$ cat src/wav_chunk_stream_parser_core_defines.svh
// Assertion macros shared by the WAV chunk stream parser RTL.
// Each macro expects clk and rst_n to be visible in the using module.
`ifndef WAV_CHUNK_STREAM_PARSER_CORE_DEFINES_SVH
`define WAV_CHUNK_STREAM_PARSER_CORE_DEFINES_SVH

// Same-cycle implication, disabled while reset is asserted.
`define WCSP_ASSERT_NOW(label, ante, cons, msg) \
  label: assert property (@(posedge clk) disable iff (!rst_n) (ante) |-> (cons)) \
    else $error(msg);

// Next-cycle implication, disabled while reset is asserted.
`define WCSP_ASSERT_NEXT(label, ante, cons, msg) \
  label: assert property (@(posedge clk) disable iff (!rst_n) (ante) |=> (cons)) \
    else $error(msg);

`endif

$ cat src/wcsp_pkg.sv
// Shared types and constants for the WAV chunk stream parser.
// Used by wcsp_step and wav_chunk_stream_parser_core; depends on nothing.
package wcsp_pkg;

  // Chunk tags as they appear in a little-endian shift of four file bytes.
  localparam logic [31:0] TAG_RIFF = 32'h4646_4952;
  localparam logic [31:0] TAG_WAVE = 32'h4556_4157;
  localparam logic [31:0] TAG_FMT  = 32'h2074_6D66;
  localparam logic [31:0] TAG_DATA = 32'h6174_6164;
  localparam logic [31:0] TAG_CUE  = 32'h2065_7563;
  localparam logic [31:0] TAG_SMPL = 32'h6C70_6D73;

  localparam logic [3:0]  FMT_WORDS      = 4'd4;
  localparam logic [3:0]  CUE_FIELDS     = 4'd6;
  localparam logic [3:0]  SMPL_FIELDS    = 4'd9;
  localparam logic [3:0]  SMPL_LOOP_CNT  = 4'd7;
  localparam logic [3:0]  LOOP_FIELDS    = 4'd6;
  localparam logic [15:0] PCM_CODE       = 16'd1;
  localparam logic [15:0] BITS_REQUIRED  = 16'd16;

  // Record kinds.
  localparam logic [2:0] KIND_FORMAT  = 3'd0;
  localparam logic [2:0] KIND_SAMPLE  = 3'd1;
  localparam logic [2:0] KIND_CUE     = 3'd2;
  localparam logic [2:0] KIND_SAMPLER = 3'd3;
  localparam logic [2:0] KIND_LOOP    = 3'd4;
  localparam logic [2:0] KIND_ERROR   = 3'd5;

  // Error codes.
  localparam logic [2:0] ERR_NOT_RIFF    = 3'd0;
  localparam logic [2:0] ERR_NOT_WAVE    = 3'd1;
  localparam logic [2:0] ERR_NOT_PCM     = 3'd2;
  localparam logic [2:0] ERR_NOT_16BIT   = 3'd3;
  localparam logic [2:0] ERR_NO_CHANNELS = 3'd4;

  typedef enum logic [12:0] {
    PH_RIFF     = 13'b0_0000_0000_0001,
    PH_RSIZE    = 13'b0_0000_0000_0010,
    PH_WAVE     = 13'b0_0000_0000_0100,
    PH_CID      = 13'b0_0000_0000_1000,
    PH_CSIZE    = 13'b0_0000_0001_0000,
    PH_FMT      = 13'b0_0000_0010_0000,
    PH_DATA     = 13'b0_0000_0100_0000,
    PH_CUE_HDR  = 13'b0_0000_1000_0000,
    PH_CUE_PT   = 13'b0_0001_0000_0000,
    PH_SMPL_HDR = 13'b0_0010_0000_0000,
    PH_LOOP     = 13'b0_0100_0000_0000,
    PH_SKIP     = 13'b0_1000_0000_0000,
    PH_HALT     = 13'b1_0000_0000_0000
  } phase_t;

  typedef struct packed {
    phase_t      phase;
    logic [1:0]  byte_in_word;
    logic [31:0] word_shift;
    logic [31:0] chunk_tag;
    logic [31:0] chunk_bytes_left;
    logic [31:0] entry_count_left;
    logic [3:0]  field_counter;
    logic [15:0] channel_total;
    logic [15:0] channel_position;
    logic        data_seen;
  } parse_state_t;

  typedef struct packed {
    logic               valid;
    logic [2:0]         kind;
    logic [15:0]        index;
    logic [31:0]        value;
    logic signed [15:0] sample;
    logic [2:0]         err;
  } rec_t;

endpackage

$ cat src/wav_chunk_stream_parser_core.sv
// Top level of the RIFF/WAVE chunk stream parser.
// Depends on wcsp_pkg, wcsp_step and wav_chunk_stream_parser_core_defines.svh.
//
//   Channel  Direction  Handshake           Payload
//   in_      input      in_valid/in_stall   in_file_byte (one file byte per item)
//   out_     output     out_valid/out_stall out_record_kind, out_field_index,
//                                           out_field_value, out_sample_value,
//                                           out_error_code
//
// Each item waits in the input register until the parser steps on it; a record it
// yields is loaded into the output register at the edge that ends that step.
// One item is accepted per cycle, limited only by the output register.
// Reset (rst_n low, synchronous) returns the parser to waiting for the RIFF tag
// and empties both registers. When out_stall holds a record, the waiting item
// stays in the input register and in_stall rises; nothing else is lost.
`include "wav_chunk_stream_parser_core_defines.svh"

module wav_chunk_stream_parser_core (
  input  logic               clk,
  input  logic               rst_n,
  input  logic               in_valid,
  output logic               in_stall,
  input  logic [7:0]         in_file_byte,
  output logic               out_valid,
  input  logic               out_stall,
  output logic [2:0]         out_record_kind,
  output logic [15:0]        out_field_index,
  output logic [31:0]        out_field_value,
  output logic signed [15:0] out_sample_value,
  output logic [2:0]         out_error_code
);

  // Input register: holds one accepted byte until the parser steps on it.
  logic       in_valid_r;
  logic       in_valid_nxt;
  logic [7:0] in_byte_r;

  // Parser state, advanced once per byte.
  wcsp_pkg::parse_state_t st_r;
  wcsp_pkg::parse_state_t st_nxt;
  wcsp_pkg::rec_t         rec;

  // Output register.
  logic           out_valid_r;
  logic           out_valid_nxt;
  wcsp_pkg::rec_t out_rec_r;

  logic step;
  logic in_take;

  // The parser steps whenever a byte is waiting and the output register
  // either is empty or is being emptied in this cycle.
  assign step     = in_valid_r && (!out_valid_r || !out_stall);
  assign in_stall = in_valid_r && !step;
  assign in_take  = in_valid && !in_stall;

  wcsp_step u_step (
    .st        (st_r),
    .file_byte (in_byte_r),
    .st_nxt    (st_nxt),
    .rec       (rec)
  );

  always_comb begin
    if (in_take) begin
      in_valid_nxt = 1'b1;
    end else if (step) begin
      in_valid_nxt = 1'b0;
    end else begin
      in_valid_nxt = in_valid_r;
    end
  end

  always_comb begin
    if (step) begin
      out_valid_nxt = rec.valid;
    end else if (!out_stall) begin
      out_valid_nxt = 1'b0;
    end else begin
      out_valid_nxt = out_valid_r;
    end
  end

  always_ff @(posedge clk) begin
    if (!rst_n) begin
      in_valid_r  <= 1'b0;
      out_valid_r <= 1'b0;
      st_r        <= '{phase: wcsp_pkg::PH_RIFF, default: '0};
    end else begin
      in_valid_r  <= in_valid_nxt;
      out_valid_r <= out_valid_nxt;
      if (step) st_r <= st_nxt;
    end
  end

  // Payload registers carry no reset.
  always_ff @(posedge clk) begin
    if (in_take) in_byte_r <= in_file_byte;
    if (step && rec.valid) out_rec_r <= rec;
  end

  assign out_valid        = out_valid_r;
  assign out_record_kind  = out_rec_r.kind;
  assign out_field_index  = out_rec_r.index;
  assign out_field_value  = out_rec_r.value;
  assign out_sample_value = out_rec_r.sample;
  assign out_error_code   = out_rec_r.err;

  // An error halts the parser for good.
  `WCSP_ASSERT_NEXT(a_halt_sticky, st_r.phase == wcsp_pkg::PH_HALT,
    st_r.phase == wcsp_pkg::PH_HALT, "parser left the halted state")
  // An error record is only ever presented once the parser has halted.
  `WCSP_ASSERT_NOW(a_err_halted,
    out_valid_r && out_rec_r.kind == wcsp_pkg::KIND_ERROR,
    st_r.phase == wcsp_pkg::PH_HALT, "error record without halted parser")
  // Samples come only from a data chunk that was entered.
  `WCSP_ASSERT_NOW(a_sample_data, out_valid_r && out_rec_r.kind == wcsp_pkg::KIND_SAMPLE,
    st_r.data_seen, "sample record before any data chunk")
  // Back-pressure on the input only while a byte is actually waiting.
  `WCSP_ASSERT_NOW(a_stall_holds, in_stall, in_valid_r && out_valid_r && out_stall,
    "input stalled without a blocked byte")

endmodule

$ cat src/wcsp_step.sv
// Next-state and record logic for one file byte of the WAV parser.
// Purely combinational; depends on wcsp_pkg.
module wcsp_step (
  input  wcsp_pkg::parse_state_t st,
  input  logic [7:0]             file_byte,
  output wcsp_pkg::parse_state_t st_nxt,
  output wcsp_pkg::rec_t         rec
);

  logic [31:0] ws;
  logic        done;
  logic        bounded;
  logic [31:0] cbl_dec;
  logic [31:0] ecl_dec;
  logic [3:0]  fc_inc;
  logic [16:0] pos_inc;

  assign ws      = {file_byte, st.word_shift[31:8]};
  assign done    = (st.byte_in_word == 2'd3);
  assign cbl_dec = st.chunk_bytes_left - 32'd1;
  assign ecl_dec = st.entry_count_left - 32'd1;
  assign fc_inc  = st.field_counter + 4'd1;
  assign pos_inc = {1'b0, st.channel_position} + 17'd1;

  always_comb begin
    st_nxt  = st;
    rec     = '0;
    bounded = 1'b0;
    if (st.phase != wcsp_pkg::PH_HALT) begin
      st_nxt.word_shift   = ws;
      st_nxt.byte_in_word = st.byte_in_word + 2'd1;
      case (st.phase)
        wcsp_pkg::PH_RIFF: begin
          if (done) begin
            if (ws != wcsp_pkg::TAG_RIFF) begin
              st_nxt.phase = wcsp_pkg::PH_HALT;
              rec.valid    = 1'b1;
              rec.kind     = wcsp_pkg::KIND_ERROR;
              rec.err      = wcsp_pkg::ERR_NOT_RIFF;
            end else begin
              st_nxt.phase = wcsp_pkg::PH_RSIZE;
            end
          end
        end
        wcsp_pkg::PH_RSIZE: begin
          if (done) st_nxt.phase = wcsp_pkg::PH_WAVE;
        end
        wcsp_pkg::PH_WAVE: begin
          if (done) begin
            if (ws != wcsp_pkg::TAG_WAVE) begin
              st_nxt.phase = wcsp_pkg::PH_HALT;
              rec.valid    = 1'b1;
              rec.kind     = wcsp_pkg::KIND_ERROR;
              rec.err      = wcsp_pkg::ERR_NOT_WAVE;
            end else begin
              st_nxt.phase = wcsp_pkg::PH_CID;
            end
          end
        end
        wcsp_pkg::PH_CID: begin
          if (done) begin
            st_nxt.chunk_tag = ws;
            st_nxt.phase     = wcsp_pkg::PH_CSIZE;
          end
        end
        wcsp_pkg::PH_CSIZE: begin
          if (done) begin
            st_nxt.chunk_bytes_left = ws;
            st_nxt.byte_in_word     = 2'd0;
            st_nxt.field_counter    = 4'd0;
            if (st.chunk_tag == wcsp_pkg::TAG_FMT) begin
              st_nxt.phase = wcsp_pkg::PH_FMT;
            end else if (st.chunk_tag == wcsp_pkg::TAG_DATA) begin
              if (st.data_seen) begin
                st_nxt.phase = wcsp_pkg::PH_SKIP;
              end else begin
                st_nxt.data_seen        = 1'b1;
                st_nxt.channel_position = 16'd0;
                st_nxt.phase            = wcsp_pkg::PH_DATA;
              end
            end else if (st.chunk_tag == wcsp_pkg::TAG_CUE) begin
              st_nxt.phase = wcsp_pkg::PH_CUE_HDR;
            end else if (st.chunk_tag == wcsp_pkg::TAG_SMPL) begin
              st_nxt.phase = wcsp_pkg::PH_SMPL_HDR;
            end else begin
              st_nxt.phase = wcsp_pkg::PH_SKIP;
            end
            if (ws == 32'd0) st_nxt.phase = wcsp_pkg::PH_CID;
            // A data chunk with no channel count known is fatal.
            if (st.chunk_tag == wcsp_pkg::TAG_DATA && st.channel_total == 16'd0) begin
              st_nxt.phase = wcsp_pkg::PH_HALT;
              rec.valid    = 1'b1;
              rec.kind     = wcsp_pkg::KIND_ERROR;
              rec.err      = wcsp_pkg::ERR_NO_CHANNELS;
            end
          end
        end
        wcsp_pkg::PH_FMT: begin
          bounded                 = 1'b1;
          st_nxt.chunk_bytes_left = cbl_dec;
          if (done) begin
            st_nxt.field_counter = fc_inc;
            if (fc_inc >= wcsp_pkg::FMT_WORDS) st_nxt.phase = wcsp_pkg::PH_SKIP;
            if (st.field_counter == 4'd0) begin
              if (ws[15:0] != wcsp_pkg::PCM_CODE) begin
                st_nxt.phase = wcsp_pkg::PH_HALT;
                rec.valid    = 1'b1;
                rec.kind     = wcsp_pkg::KIND_ERROR;
                rec.err      = wcsp_pkg::ERR_NOT_PCM;
              end else begin
                st_nxt.channel_total = ws[31:16];
                rec.valid = 1'b1;
                rec.kind  = wcsp_pkg::KIND_FORMAT;
                rec.index = 16'd0;
                rec.value = {16'd0, ws[31:16]};
              end
            end else if (st.field_counter == 4'd1) begin
              rec.valid = 1'b1;
              rec.kind  = wcsp_pkg::KIND_FORMAT;
              rec.index = 16'd1;
              rec.value = ws;
            end else if (st.field_counter == 4'd3) begin
              if (ws[31:16] != wcsp_pkg::BITS_REQUIRED) begin
                st_nxt.phase = wcsp_pkg::PH_HALT;
                rec.valid    = 1'b1;
                rec.kind     = wcsp_pkg::KIND_ERROR;
                rec.err      = wcsp_pkg::ERR_NOT_16BIT;
              end
            end
          end
        end
        wcsp_pkg::PH_DATA: begin
          bounded                 = 1'b1;
          st_nxt.chunk_bytes_left = cbl_dec;
          if (st.byte_in_word[0]) begin
            rec.valid  = 1'b1;
            rec.kind   = wcsp_pkg::KIND_SAMPLE;
            rec.index  = st.channel_position;
            rec.sample = ws[31:16];
            if (pos_inc >= {1'b0, st.channel_total}) begin
              st_nxt.channel_position = 16'd0;
            end else begin
              st_nxt.channel_position = pos_inc[15:0];
            end
          end
        end
        wcsp_pkg::PH_CUE_HDR: begin
          bounded                 = 1'b1;
          st_nxt.chunk_bytes_left = cbl_dec;
          if (done) begin
            st_nxt.entry_count_left = ws;
            st_nxt.field_counter    = 4'd0;
            st_nxt.phase = (ws == 32'd0) ? wcsp_pkg::PH_SKIP : wcsp_pkg::PH_CUE_PT;
            rec.valid = 1'b1;
            rec.kind  = wcsp_pkg::KIND_CUE;
            rec.index = 16'd0;
            rec.value = ws;
          end
        end
        wcsp_pkg::PH_CUE_PT: begin
          bounded                 = 1'b1;
          st_nxt.chunk_bytes_left = cbl_dec;
          if (done) begin
            rec.valid = 1'b1;
            rec.kind  = wcsp_pkg::KIND_CUE;
            rec.index = {12'd0, fc_inc};
            rec.value = ws;
            st_nxt.field_counter = fc_inc;
            if (fc_inc >= wcsp_pkg::CUE_FIELDS) begin
              st_nxt.field_counter    = 4'd0;
              st_nxt.entry_count_left = ecl_dec;
              if (ecl_dec == 32'd0) st_nxt.phase = wcsp_pkg::PH_SKIP;
            end
          end
        end
        wcsp_pkg::PH_SMPL_HDR: begin
          bounded                 = 1'b1;
          st_nxt.chunk_bytes_left = cbl_dec;
          if (done) begin
            rec.valid = 1'b1;
            rec.kind  = wcsp_pkg::KIND_SAMPLER;
            rec.index = {12'd0, st.field_counter};
            rec.value = ws;
            if (st.field_counter == wcsp_pkg::SMPL_LOOP_CNT) st_nxt.entry_count_left = ws;
            st_nxt.field_counter = fc_inc;
            if (fc_inc >= wcsp_pkg::SMPL_FIELDS) begin
              // The loop count was captured on the previous word.
              st_nxt.field_counter = 4'd0;
              st_nxt.phase = (st.entry_count_left == 32'd0) ? wcsp_pkg::PH_SKIP
                                                             : wcsp_pkg::PH_LOOP;
            end
          end
        end
        wcsp_pkg::PH_LOOP: begin
          bounded                 = 1'b1;
          st_nxt.chunk_bytes_left = cbl_dec;
          if (done) begin
            rec.valid = 1'b1;
            rec.kind  = wcsp_pkg::KIND_LOOP;
            rec.index = {12'd0, st.field_counter};
            rec.value = ws;
            st_nxt.field_counter = fc_inc;
            if (fc_inc >= wcsp_pkg::LOOP_FIELDS) begin
              st_nxt.field_counter    = 4'd0;
              st_nxt.entry_count_left = ecl_dec;
              if (ecl_dec == 32'd0) st_nxt.phase = wcsp_pkg::PH_SKIP;
            end
          end
        end
        wcsp_pkg::PH_SKIP: begin
          bounded                 = 1'b1;
          st_nxt.chunk_bytes_left = cbl_dec;
        end
        default: begin
          st_nxt = st;
        end
      endcase
      // The end of a chunk wins over any structure still in progress.
      if (bounded && cbl_dec == 32'd0 && st_nxt.phase != wcsp_pkg::PH_HALT) begin
        st_nxt.phase         = wcsp_pkg::PH_CID;
        st_nxt.byte_in_word  = 2'd0;
        st_nxt.field_counter = 4'd0;
      end
    end
  end

endmodule

$ cat config.mk
export PLATFORM = sky130hd
export DESIGN_NAME = wav_chunk_stream_parser_core
export DESIGN_NICKNAME = d
export VERILOG_FILES = /design/src/wcsp_pkg.sv /design/src/wav_chunk_stream_parser_core.sv /design/src/wcsp_step.sv
export VERILOG_INCLUDE_DIRS = /design/src /design/src/src
export SDC_FILE = /design/constraint.sdc
export NUM_CORES = 1
export LEC_CHECK = 0
export ABC_AREA = 1
export BUFFER_PORTS_ARGS = -buffer_cell sky130_fd_sc_hd__clkbuf_2
export CORE_MARGIN = 8
export CORE_UTILIZATION = 40
export CTS_CLUSTER_DIAMETER = 150
export DETAILED_ROUTE_END_ITERATION = 8
export MAX_ROUTING_LAYER = met4
export PLACE_DENSITY = 0.55
export SYNTH_ARGS = -nofsm -noshare
export SYNTH_HDL_FRONTEND = slang
export SYNTH_SLANG_ARGS = --single-unit
$ cat constraint.sdc
create_clock -name clk -period 7.3 [get_ports clk]
set_input_delay 0.73 -clock clk [delete_from_list [all_inputs] [get_ports clk]]
set_output_delay 0.73 -clock clk [all_outputs]
set_load 0.02 [all_outputs]
Word level (Yosys, flattened, before mapping)
Cells that the tools add are included.
- bits in registers: 260
- bits in latches: 0
- bits in writable memories: 0
- ROM bits: 0
- input port bits: 12
- output and inout bits: 72
- memories kept: 0
- add/subtract/negate cells: 5
- multipliers: 0
- div/mod/pow operators: 0
- order comparisons: 4
- eq/ne operators: 42
- shift operators: 0
- mux-type cells: 97
- bitwise operators: 2
- reduce and logical (&&, ||, !) cells: 39
- operator list (cell ; number):
    2-to-1 mux 13 bit ; 25
    2-to-1 mux 52 bit ; 6
    case mux 32 bit (5 select lines) ; 1
    2-to-1 mux 36 bit ; 4
    zero test 32 bit ; 4
    case mux 13 bit (9 select lines) ; 1
    2-to-1 mux 16 bit ; 7
    case mux 16 bit (6 select lines) ; 1
    case mux 32 bit (3 select lines) ; 1
    2-to-1 mux 71 bit ; 1
    2-to-1 mux 17 bit ; 4
    equality test 32 x 30 -> 1 bit (second input constant) ; 2
    equality test 32 x 31 -> 1 bit (second input constant) ; 2
    2-to-1 mux 32 bit ; 2
    inequality test 32 x 31 -> 1 bit (second input constant) ; 2
    case mux 32 bit (2 select lines) ; 1
    subtractor 32 x 1 -> 32 bit (second input constant) ; 2
    2-to-1 mux 12 bit ; 4
    2-to-1 mux 4 bit ; 12
    2-to-1 mux 20 bit ; 2
    case mux 4 bit (9 select lines) ; 1
    2-to-1 mux 33 bit ; 1
    case mux 16 bit (2 select lines) ; 1
    2-to-1 mux 15 bit ; 2
    other kinds (52) ; 100

Logic depth before layout (Yosys ltp)
Gate-level depths: netlist of run 1.
- depth in word-level cells: 14
- gate-level depth with buffers: 25

Cells and area by module
From an unflattened synthesis of run 1, not the netlist that was laid out.
- cell total of the unflattened synthesis: 3089
- area total of the unflattened synthesis: 19441.1 sq um
- by module, submodules not included (module ; instances ; cells each ; area each (sq um) ; seq. area each (sq um)):
    wav_chunk_stream_parser_core ; 1 ; 1271 ; 10458.8 ; 5985.7
    wcsp_step ; 1 ; 1818 ; 8982.4 ; 0.0

Worst setup path after synthesis of run 1
No wires, ideal clock.
- path type: register to register
- start point: register st_r[165] in the netlist's numbering
- end point: register out_rec_r, in the netlist out_error_code[0] (enable)
- setup time: 614 ps
- arrival time: 6900 ps
- required time: 6686 ps
- setup slack: -214 ps
- stages on the path, launching flop included: 8
- clock period less this slack: 7514 ps
- cell sequence: dfxtp_1 > ha_1 > clkbuf_1 > clkbuf_1 > buf_1 > nand3_1 > and3_1 > a221oi_1
- word-level cells in the longest chain between the ends: 5
- ends and longest elaborated chain (element ; RTL line ; source):
    from (decl) ; wav_chunk_stream_parser_core.sv:39 ; wcsp_pkg::parse_state_t st_r;
    from (signal assigned) ; wav_chunk_stream_parser_core.sv:92 ; if (step) st_r <= st_nxt;
    equality test 2 bit ; wcsp_step.sv:19 ; assign done = (st.byte_in_word == 2'd3);
    2-to-1 mux 52 bit (tied with other cells) ; wcsp_step.sv:197 ; if (done) begin
    case mux 4 bit (9 select lines) * ; wcsp_step.sv:32 ; case (st.phase)
    2-to-1 mux 71 bit * ; wcsp_step.sv:29 ; if (st.phase != wcsp_pkg::PH_HALT) begin
    logical AND 1 bit * ; wav_chunk_stream_parser_core.sv:99 ; if (step && rec.valid) out_rec_r <= rec;
    to (signal assigned) ; wav_chunk_stream_parser_core.sv:99 ;
    to (decl) ; wav_chunk_stream_parser_core.sv:46 ; wcsp_pkg::rec_t out_rec_r;
Every way passes the cells marked *; elsewhere a longest branch is shown, timed or not.
A chain may end at the register's enable or synchronous reset.

Worst setup path after layout of run 1
- start point: register st_r[165] in the netlist's numbering
- end point: register out_rec_r, in the netlist out_field_value[8] (enable)
Same word-level chain as after synthesis.

==> results of run 1 <==
-- routing by layer --
metal	vias up	wire, um	GRT usage (%)
li1	7020	-	-
met1	6792	22700	32.4
met2	582	24700	41.3
met3	109	3960	3.20
met4	0	1980	9.71
met5	-	0	-
-- critical path, cell delays in order, from the launching register on --
cell and delay [ns]:
dfxtp_1 0.37, ha_1 0.16, buf_4 0.30, inv_1 0.46, nor2_1 0.44, inv_1 0.21
a31oi_1 0.21, nor3_1 0.12, a221oi_4 0.60, buf_4 0.73
-- report_power, final --
| group | total [mW] | internal [mW] | switching, mW |
|---|---|---|---|
| registers | 1.49 | 1.45 | 0.0345 |
| logic | 0.197 | 0.0493 | 0.148 |
| clock network | 1.55 | 0.924 | 0.629 |
| total | 3.24 | 2.43 | 0.811 |
-- path summary, 6_finish.rpt --
check / slack, ns / start / to
worst max-delay path: 3.22 / st_r[165]$_SDFFE_PN0P_ / out_field_value[8]$_SDFFCE_PN0P_
worst min-delay path: 0.32 / in_file_byte[1] / in_byte_r[1]$_DFFE_PP_
worst max register to register: 3.22 / st_r[165]$_SDFFE_PN0P_ / out_field_value[8]$_SDFFCE_PN0P_
worst min register to register: 0.46 / st_r[9]$_SDFFE_PN0P_ / st_r[9]$_SDFFE_PN0P_
-- area by class of cell --
cell class | count | share of cell area (%)
Antenna cell | 1 | 0.0153
Clock buffer | 40 | 4.93
Clock inverter | 16 | 1.33
Inverter | 251 | 5.76
Multi-Input combinational cell | 1458 | 45.6
Sequential cell | 252 | 35.6
Tap cell | 468 | 3.57
Timing Repair Buffer | 97 | 3.19
-- flip-flops by register name (all words and copies together) (netlist names) --
| signal | flops |
|---|---|
| in_byte_r | 8 |
| in_valid_r | 1 |
| out_error_code | 3 |
| out_field_index | 16 |
| out_field_value | 32 |
| out_record_kind | 3 |
| out_sample_value | 16 |
| out_valid | 1 |
| st_r | 172 |
-- cells in the mapped netlist (3+ instances only) --
master / number
xor2_1: 38
o211ai_1: 8
nor3_2: 3
nor4_1: 17
nor2_1: 278
nor2_2: 14
xnor2_1: 8
a221oi_1: 8
nand3_1: 119
clkinv_1: 4
edfxtp_1: 78
dfxtp_1: 174
nand3_2: 6
a22oi_1: 40
nand4_1: 51
a21oi_1: 187
nor3_1: 64
o221ai_1: 3
nor3b_1: 3
nand2_1: 330
inv_1: 223
a211oi_1: 3
o21ai_1: 4
a31oi_1: 10
nor2_4: 6
buf_2: 8
o22ai_1: 18
o21ai_0: 167
o31ai_1: 4
clkbuf_1: 63
inv_2: 23
ha_1: 25
a32oi_1: 3
nand3b_1: 5
nand2_2: 11
and3_1: 3
-- cell families after synthesis --
group,after synthesis,synth area share [%]
buffers and inverters,327,8.67
AOI/OAI and AO/OA,466,17.9
DFF,252,40.1
xor gates and xnor gates,46,2.77
and+or+nand+nor,921,28.4
adders and majority gates,25,2.15
-- through the flow --
step / setup WS, ns / hold slack [ns]
after floorplan: 2.15 / 0.436
after global placement: 3.23 / 0.447
after detailed placement: 3.21 / 0.453
after CTS: 3.21 / 0.291
after global routing: 2.91 / 0.306
final: 3.22 / 0.319
==> flow_summary.html, run 1 <==
<table>
<tr><th>Metric</th><th>Value</th></tr>
<tr><th colspan="2">Placement</th></tr>
<tr><td>Routability congestion estimate from global placement</td><td>between 1 and 1.5</td></tr>
<tr><td>Instance count after placement with tap cells included</td><td>between 2k and 3k</td></tr>
<tr><td>Placed cell area</td><td>between 15000 and 20000 um^2</td></tr>
<tr><td>HPWL Detailed</td><td>roughly 40000 um</td></tr>
<tr><td>Count of port buffers added during placement</td><td>83</td></tr>
<tr><th colspan="2">Synthesis</th></tr>
<tr><td>Number of warning messages in the yosys log</td><td>0</td></tr>
<tr><td>Post-synth top flop</td><td>dfxtp_1</td></tr>
<tr><td>Post-synthesis sequential area ratio</td><td>approximately two fifths</td></tr>
<tr><td>Dominant cell type by area after synthesis</td><td>dfxtp_1</td></tr>
<tr><td>Ys async rst share</td><td>0%</td></tr>
<tr><td>Number of distinct library cells after synthesis</td><td>58</td></tr>
<tr><td>Total of flip-flops plus latches after synthesis</td><td>around 250</td></tr>
<tr><td>Post-Syn Nets</td><td>about 2.1k</td></tr>
<tr><td>Mapped cell area</td><td>14500 um^2</td></tr>
<tr><td>Avg Inst Size Synth</td><td>roughly 7.1 um^2</td></tr>
<tr><td>Number of flops mapped to enable cells by yosys</td><td>78</td></tr>
<tr><td>Area share of the largest cell type after synthesis</td><td>a little under a quarter</td></tr>
<tr><td>Mapped Cells</td><td>2037</td></tr>
<tr><td>Cells taking the most area after synthesis</td><td>dfxtp_1 (24%), edfxtp_1 (16%), nand2_1 (8.5%), nor2_1 (7.2%), a21oi_1 (6.4%)</td></tr>
<tr><th colspan="2">Power and ir drop</th></tr>
<tr><td>Maximum vdd ir drop</td><td>between 0.00015 and 0.0002 V</td></tr>
<tr><td>Standby leakage power</td><td>approximately 6.6 nW</td></tr>
<tr><td>P per Cell Area</td><td>just under 200 nW/um^2</td></tr>
<tr><td>Overall power after layout</td><td>3.24 mW</td></tr>
<tr><th colspan="2">STA</th></tr>
<tr><td>Final Critical Period</td><td>~4.1 ns</td></tr>
<tr><td>Final setup viols</td><td>0</td></tr>
<tr><td>Count of endpoints failing hold in the final timing report</td><td>0</td></tr>
<tr><td>Highest clock rate</td><td>approximately 0.24 GHz</td></tr>
<tr><td>Final cycle utilization of the critical path</td><td>around 56%</td></tr>
<tr><td>Setup repair after global routing missed its margin</td><td>false</td></tr>
<tr><td>Worst Skew</td><td>~0.032 ns</td></tr>
<tr><td>Worst-Margin Slew</td><td>between 1 and 1.5 ns</td></tr>
<tr><td>Setup TNS</td><td>0 ns</td></tr>
<tr><td>Slew margin rel.</td><td>26.3%</td></tr>
<tr><td>Count of final max-slew check failures</td><td>0</td></tr>
<tr><th colspan="2">Finish</th></tr>
<tr><td>Utilization of the core after routing</td><td>45.3%</td></tr>
<tr><td>Commonest non-fill, non-tap cell in the layout</td><td>nand2_1</td></tr>
<tr><td>Sequential cell area</td><td>just under 6000 um^2</td></tr>
<tr><td>Summed area of non-filler cells in the final layout</td><td>between 15000 and 20000 um^2</td></tr>
<tr><td>Net count, final</td><td>~2.1k</td></tr>
<tr><td>Layout-stage area growth over the synthesis result</td><td>12.8%</td></tr>
<tr><td>Non-filler instance count after layout</td><td>between 2k and 3k</td></tr>
<tr><td>Share of layout cells above drive strength 1</td><td>10.6%</td></tr>
<tr><td>Most used cells in the layout excluding fill and tap cells</td><td>nand2_1 (330), nor2_1 (277), inv_1 (223), a21oi_1 (187), dfxtp_1 (174)</td></tr>
<tr><td>Filler Cells Inserted</td><td>about 3.8k</td></tr>
<tr><td>Area taken by multi-input logic gates</td><td>roughly 7500 um^2</td></tr>
<tr><th colspan="2">Critical path</th></tr>
<tr><td>WP data arrival</td><td>about 4.3 ns</td></tr>
<tr><td>Critical path peak fanout</td><td>64</td></tr>
<tr><td>Crit path required time</td><td>around 7.5 ns</td></tr>
<tr><td>Crit path kind</td><td>reg2reg</td></tr>
<tr><td>Endpoint kind of the worst setup timing path</td><td>register</td></tr>
<tr><td>Nature of the critical path startpoint</td><td>register</td></tr>
<tr><td>Worst Reg-to-Reg Cells</td><td>9</td></tr>
<tr><th colspan="2">Die</th></tr>
<tr><td>Initial core utilization</td><td>40.2%</td></tr>
<tr><td>Io pins</td><td>84</td></tr>
<tr><td>Std cell rows</td><td>70</td></tr>
<tr><td>Die Width</td><td>slightly above 200 um</td></tr>
<tr><td>DIE HEIGHT</td><td>between 200 and 250 um</td></tr>
<tr><td>Area of the core</td><td>around 36000 um^2</td></tr>
<tr><td>Area of the die</td><td>between 40000 and 50000 um^2</td></tr>
<tr><th colspan="2">Routing</th></tr>
<tr><td>Post-DR vias/cell</td><td>~5.6</td></tr>
<tr><td>Post-route ant nets</td><td>0</td></tr>
<tr><td>Total Routed Length</td><td>53300 um</td></tr>
<tr><td>Violation count after the first detailed-route iteration</td><td>between 1k and 1.5k</td></tr>
<tr><td>Routed length per instance</td><td>20.6 um</td></tr>
<tr><td>Number of iterations in the first detailed-routing pass</td><td>5</td></tr>
<tr><td>Post-route DRC violation count</td><td>0</td></tr>
<tr><td>Via count</td><td>approximately 15k</td></tr>
<tr><th colspan="2">GRT</th></tr>
<tr><td>Wire length of the first global-routing pass</td><td>around 82000 um</td></tr>
<tr><td>Number of global-route vias before repair</td><td>between 10k and 15k</td></tr>
<tr><td>GRT Overall Usage</td><td>between 20 and 30%</td></tr>
<tr><td>Initial antenna violation count</td><td>1</td></tr>
<tr><td>Total gr overflow</td><td>0</td></tr>
<tr><td>Pin count of the biggest net entering global routing</td><td>81</td></tr>
<tr><th colspan="2">Clocking</th></tr>
<tr><td>Clock buffers created by TritonCTS</td><td>30</td></tr>
<tr><td>Hold buffer count at cts</td><td>0</td></tr>
<tr><td>Clock tree from TritonCTS</td><td>done</td></tr>
<tr><td>Worst-path clk slew</td><td>0.06 ns</td></tr>
<tr><td>Clock tree sinks</td><td>252</td></tr>
<tr><td>Clock root buffer</td><td>clkbuf_16</td></tr>
<tr><td>Clk_lat worst skew</td><td>just under 0.6 ns</td></tr>
<tr><td>Buffers from clock root to sink, at most</td><td>3</td></tr>
<tr><td>Post-CTS Repair Setup Buffers</td><td>0</td></tr>
<tr><td>Post-cts gate resize count</td><td>0</td></tr>
<tr><td>CTS H-tree lvls</td><td>1</td></tr>
<tr><th colspan="2">Worst hold path</th></tr>
<tr><td>WHS Path Cells</td><td>1</td></tr>
<tr><td>Path class of the lowest-slack min-delay path</td><td>in2reg</td></tr>
<tr><th colspan="2">Flow run</th></tr>
<tr><td>Max-cap violation count</td><td>0</td></tr>
<tr><th colspan="2">Status</th></tr>
<tr><td>Run status</td><td>finished clean</td></tr>
</table>
(Power assumes the default switching activity.)
==> run 2, diff against run 1 <==
Clock period 7.3 ns to 3.6 ns, I/O delays scaled along.
==> run 2 against run 1 <==
Combinational power rose to 2.5 times the previous value. First-iteration DRC count down 16%. Flip-flop and latch count unchanged.
==> flow_summary.html, run 2 (synthesis gave the netlist of run 1 again) <==
<table>
<tr><th>Metric</th><th>Value</th></tr>
<tr><th colspan="2">Power and ir drop</th></tr>
<tr><td>Sequential Power Share</td><td>45.6%</td></tr>
<tr><td>Cell internal power dissipation</td><td>a little under 5 mW</td></tr>
<tr><td>Net Sw Power</td><td>roughly 1.7 mW</td></tr>
<tr><td>Overall power after layout</td><td>6.58 mW</td></tr>
<tr><td>Standby leakage power</td><td>between 7 and 8 nW</td></tr>
<tr><td>Maximum vdd ir drop</td><td>0.000318 V</td></tr>
<tr><td>Portion of total power attributed to the clock network</td><td>a little under half</td></tr>
<tr><td>Net Sw Frac</td><td>roughly a quarter</td></tr>
<tr><td>P per Cell Area</td><td>379 nW/um^2</td></tr>
<tr><td>Relative contribution of combinational cells to total power</td><td>about 7.5%</td></tr>
<tr><th colspan="2">Critical path</th></tr>
<tr><td>Crit path kind</td><td>reg2reg</td></tr>
<tr><td>CP top delay family</td><td>simple AND/OR/NAND/NOR gates</td></tr>
<tr><td>WP data arrival</td><td>between 3 and 4 ns</td></tr>
<tr><td>Series of cell instances along the critical path</td><td>ha_1 &gt; nand3_1 &gt; nor2_2 &gt; nand4_1 &gt; nor3_2 &gt; inv_1 &gt; nor3_4 &gt; buf_4 &gt; xor2_1 &gt; inv_1 &gt; ha_1 &gt; nand2_1 &gt; nor2_1 &gt; a31o_2 &gt; a2111oi_4 &gt; nand2_2 &gt; clkinv_4 &gt; nand2_1 &gt; a21oi_1</td></tr>
<tr><td>Nature of the critical path startpoint</td><td>register</td></tr>
<tr><td>Setup slack of the most critical reg-to-reg path</td><td>0.22 ns</td></tr>
<tr><td>Slowest cell on the critical path</td><td>dfxtp_2</td></tr>
<tr><td>Max incr delay on CP</td><td>~0.34 ns</td></tr>
<tr><td>Endpoint kind of the worst setup timing path</td><td>register</td></tr>
<tr><td>R2R Path Start</td><td>st_r[2]$_SDFFE_PN0P_</td></tr>
<tr><td>Crit path required time</td><td>just over 4 ns</td></tr>
<tr><td>End of the worst register-to-register path</td><td>st_r[14]$_SDFFE_PN0P_</td></tr>
<tr><td>Critical path peak fanout</td><td>8</td></tr>
<tr><td>Worst Reg-to-Reg Cells</td><td>19</td></tr>
<tr><td>Number of buffers and inverters on the critical path</td><td>4</td></tr>
<tr><th colspan="2">Routing</th></tr>
<tr><td>Number of iterations in the first detailed-routing pass</td><td>5</td></tr>
<tr><td>Routed length per instance</td><td>between 20 and 25 um</td></tr>
<tr><td>Top sig layer</td><td>met4</td></tr>
<tr><td>Post-route ant nets</td><td>0</td></tr>
<tr><td>Wire length on met3</td><td>approximately 4100 um</td></tr>
<tr><td>Total Routed Length</td><td>~54000 um</td></tr>
<tr><td>Via count</td><td>14.8k</td></tr>
<tr><td>Violation count after the first detailed-route iteration</td><td>~1.2k</td></tr>
<tr><td>Met1 Wirelength</td><td>about 25000 um</td></tr>
<tr><td>Post-route DRC violation count</td><td>0</td></tr>
<tr><td>Post-DR vias/cell</td><td>around 5.5</td></tr>
<tr><td>Met2 wire len</td><td>23900 um</td></tr>
<tr><th colspan="2">Finish</th></tr>
<tr><td>Flip-flop count of the largest register after layout</td><td>approximately 170</td></tr>
<tr><td>Layout-stage area growth over the synthesis result</td><td>19.7%</td></tr>
<tr><td>Net count, final</td><td>around 2.2k</td></tr>
<tr><td>Register ranked first by flip-flop count</td><td>st_r</td></tr>
<tr><td>Non-filler instance count after layout</td><td>~2.7k</td></tr>
<tr><td>Share of layout cells above drive strength 1</td><td>between 10% and 20%</td></tr>
<tr><td>Antenna diode instance count</td><td>0</td></tr>
<tr><td>Most used cells in the layout excluding fill and tap cells</td><td>nand2_1 (326), nor2_1 (270), inv_1 (221), a21oi_1 (186), dfxtp_1 (167)</td></tr>
<tr><td>Commonest non-fill, non-tap cell in the layout</td><td>nand2_1</td></tr>
<tr><td>Summed area of non-filler cells in the final layout</td><td>17400 um^2</td></tr>
<tr><th colspan="2">Worst hold path</th></tr>
<tr><td>Path class of the lowest-slack min-delay path</td><td>in2reg</td></tr>
<tr><td>Start point of the worst min-delay path</td><td>in_valid</td></tr>
<tr><td>WHS Path Cells</td><td>3</td></tr>
<tr><td>Hold endpoint</td><td>in_valid_r$_SDFFE_PN0P_</td></tr>
<tr><th colspan="2">Die</th></tr>
<tr><td>Initial core utilization</td><td>around two fifths</td></tr>
<tr><td>Std cell rows</td><td>70</td></tr>
<tr><td>Area of the die</td><td>approximately 43000 um^2</td></tr>
<tr><td>Area of the core</td><td>roughly 36000 um^2</td></tr>
<tr><td>Io pins</td><td>84</td></tr>
<tr><td>DIE HEIGHT</td><td>207 um</td></tr>
<tr><td>Die Width</td><td>between 200 and 250 um</td></tr>
<tr><th colspan="2">STA</th></tr>
<tr><td>Slew margin rel.</td><td>a little under a third</td></tr>
<tr><td>Count of endpoints failing hold in the final timing report</td><td>0</td></tr>
<tr><td>Count of final max-slew check failures</td><td>0</td></tr>
<tr><td>Setup repair after global routing missed its margin</td><td>true</td></tr>
<tr><td>Worst Skew</td><td>0.0184 ns</td></tr>
<tr><td>Final Critical Period</td><td>roughly 3.4 ns</td></tr>
<tr><td>Highest clock rate</td><td>a little under 0.3 GHz</td></tr>
<tr><td>Worst-Margin Slew</td><td>1.05 ns</td></tr>
<tr><td>Crit path setup slack, layout</td><td>0.221 ns</td></tr>
<tr><td>Final setup viols</td><td>0</td></tr>
<tr><td>Final cycle utilization of the critical path</td><td>about 94%</td></tr>
<tr><th colspan="2">Clocking</th></tr>
<tr><td>Clock tree sinks</td><td>between 200 and 300</td></tr>
<tr><td>Clock buffers created by TritonCTS</td><td>31</td></tr>
<tr><td>Buffers from clock root to sink, at most</td><td>3</td></tr>
<tr><td>CTS H-tree lvls</td><td>1</td></tr>
<tr><td>Worst-path clk slew</td><td>approximately 0.060 ns</td></tr>
<tr><td>Clock tree from TritonCTS</td><td>done</td></tr>
<tr><td>Clk_lat worst skew</td><td>around 0.6 ns</td></tr>
<tr><td>Clock root buffer</td><td>clkbuf_16</td></tr>
<tr><th colspan="2">Placement</th></tr>
<tr><td>Instance count after placement with tap cells included</td><td>2608</td></tr>
<tr><td>HPWL Detailed</td><td>40300 um</td></tr>
<tr><td>Pre-CTS setup slack</td><td>-0.120 ns</td></tr>
<tr><td>Routability congestion estimate from global placement</td><td>approximately 0.94</td></tr>
<tr><td>Placed cell area</td><td>16100 um^2</td></tr>
<tr><td>Count of port buffers added during placement</td><td>83</td></tr>
<tr><th colspan="2">Status</th></tr>
<tr><td>Run status</td><td>finished clean</td></tr>
<tr><th colspan="2">GRT</th></tr>
<tr><td>Initial antenna violation count</td><td>0</td></tr>
<tr><td>GRT Overall Usage</td><td>approximately a quarter</td></tr>
<tr><td>Number of global-route vias before repair</td><td>14.0k</td></tr>
<tr><td>Total gr overflow</td><td>0</td></tr>
<tr><td>Wire length of the first global-routing pass</td><td>roughly 83000 um</td></tr>
<tr><td>Pin count of the biggest net entering global routing</td><td>91</td></tr>
<tr><th colspan="2">Flow run</th></tr>
<tr><td>Max-cap violation count</td><td>0</td></tr>
</table>
## run 2: cell count changes in the layout (fill, tap and decap cells not counted), moves of 7 or more
cell,before,now
dfxtp_2,0,7
dfxtp_1,174,167
nor3_1,63,54
dlygate4sd3_1,0,8
buf_4,15,99
nor2_1,277,270
## run 2: area by class of cell
cell class                      instances  area [um^2]
Clock buffer                           45          858
Clock inverter                         13          138
Fill cell                            3708        18800
Inverter                              251          955
Multi-Input combinational cell       1458         7670
Sequential cell                       252         5830
Tap cell                              468          586
Timing Repair Buffer                  194         1330
Timing Repair inverter                  1         6.26
## run 2: power by group through the flow
stage / logic [mW] / registers (mW) / clock network (mW)
5_1_grt: 0.532 / 3.00 / 3.26
4_1_cts: 0.484 / 3.00 / 3.15
6_report: 0.494 / 3.00 / 3.09
3_3_place_gp: 0.476 / 3.06 / 0
3_5_place_dp: 0.476 / 3.06 / 0
2_1_floorplan: 0.263 / 3.05 / 0
## run 2: through the flow
| stage | util, % | hold WS (ns) | TNS, ns |
|---|---|---|---|
| finish | 48.0 | 0.0988 | 0 |
| CTS | 47.6 | 0.105 | 0 |
| detailed placement | 44.6 | 0.452 | -1.49 |
| global route | 48.0 | 0.121 | -0.112 |
| floorplan | - | 0.436 | 0 |
| global placement | 44.6 | 0.445 | -0.0480 |
## run 2: worst max path at each step
stage,start,end,cells after the start
2_1_floorplan,st_r[176]$_SDFFE_PN0P_,out_error_code[0]$_SDFFCE_PN0P_,9
3_3_place_gp,st_r[1]$_SDFFE_PN0P_,st_r[14]$_SDFFE_PN0P_,18
3_5_place_dp,st_r[1]$_SDFFE_PN0P_,st_r[12]$_SDFFE_PN0P_,18
4_1_cts,st_r[1]$_SDFFE_PN0P_,st_r[12]$_SDFFE_PN0P_,18
5_1_grt,st_r[1]$_SDFFE_PN0P_,st_r[10]$_SDFFE_PN0P_,19
6_report,st_r[2]$_SDFFE_PN0P_,st_r[14]$_SDFFE_PN0P_,19
## run 2: repair_timing
action                                 in CTS  in global routing
resized for setup                           2                 21
cloned                                      0                  1
buffers inserted                            0                  7
hold buffers                                8                  0
pin swaps                                   0                  7
setup endpoints to repair                  15                 25
endpoints found under the hold margin       8                  0
## run 2: tightest hold or removal path: cells and delay by family
kind                   cells  cell delay (ns)
AOI/OAI and AO/OA          1             0.08
buffers and inverters      1             0.08
and+or+nand+nor            1             0.12
## run 2: routing by layer
layer  track usage [%]  vias up
met3              4.85       92
met2              39.7      520
met4              8.76        0
li1                  -     7231
met5                 -        -
met1              34.1     6921
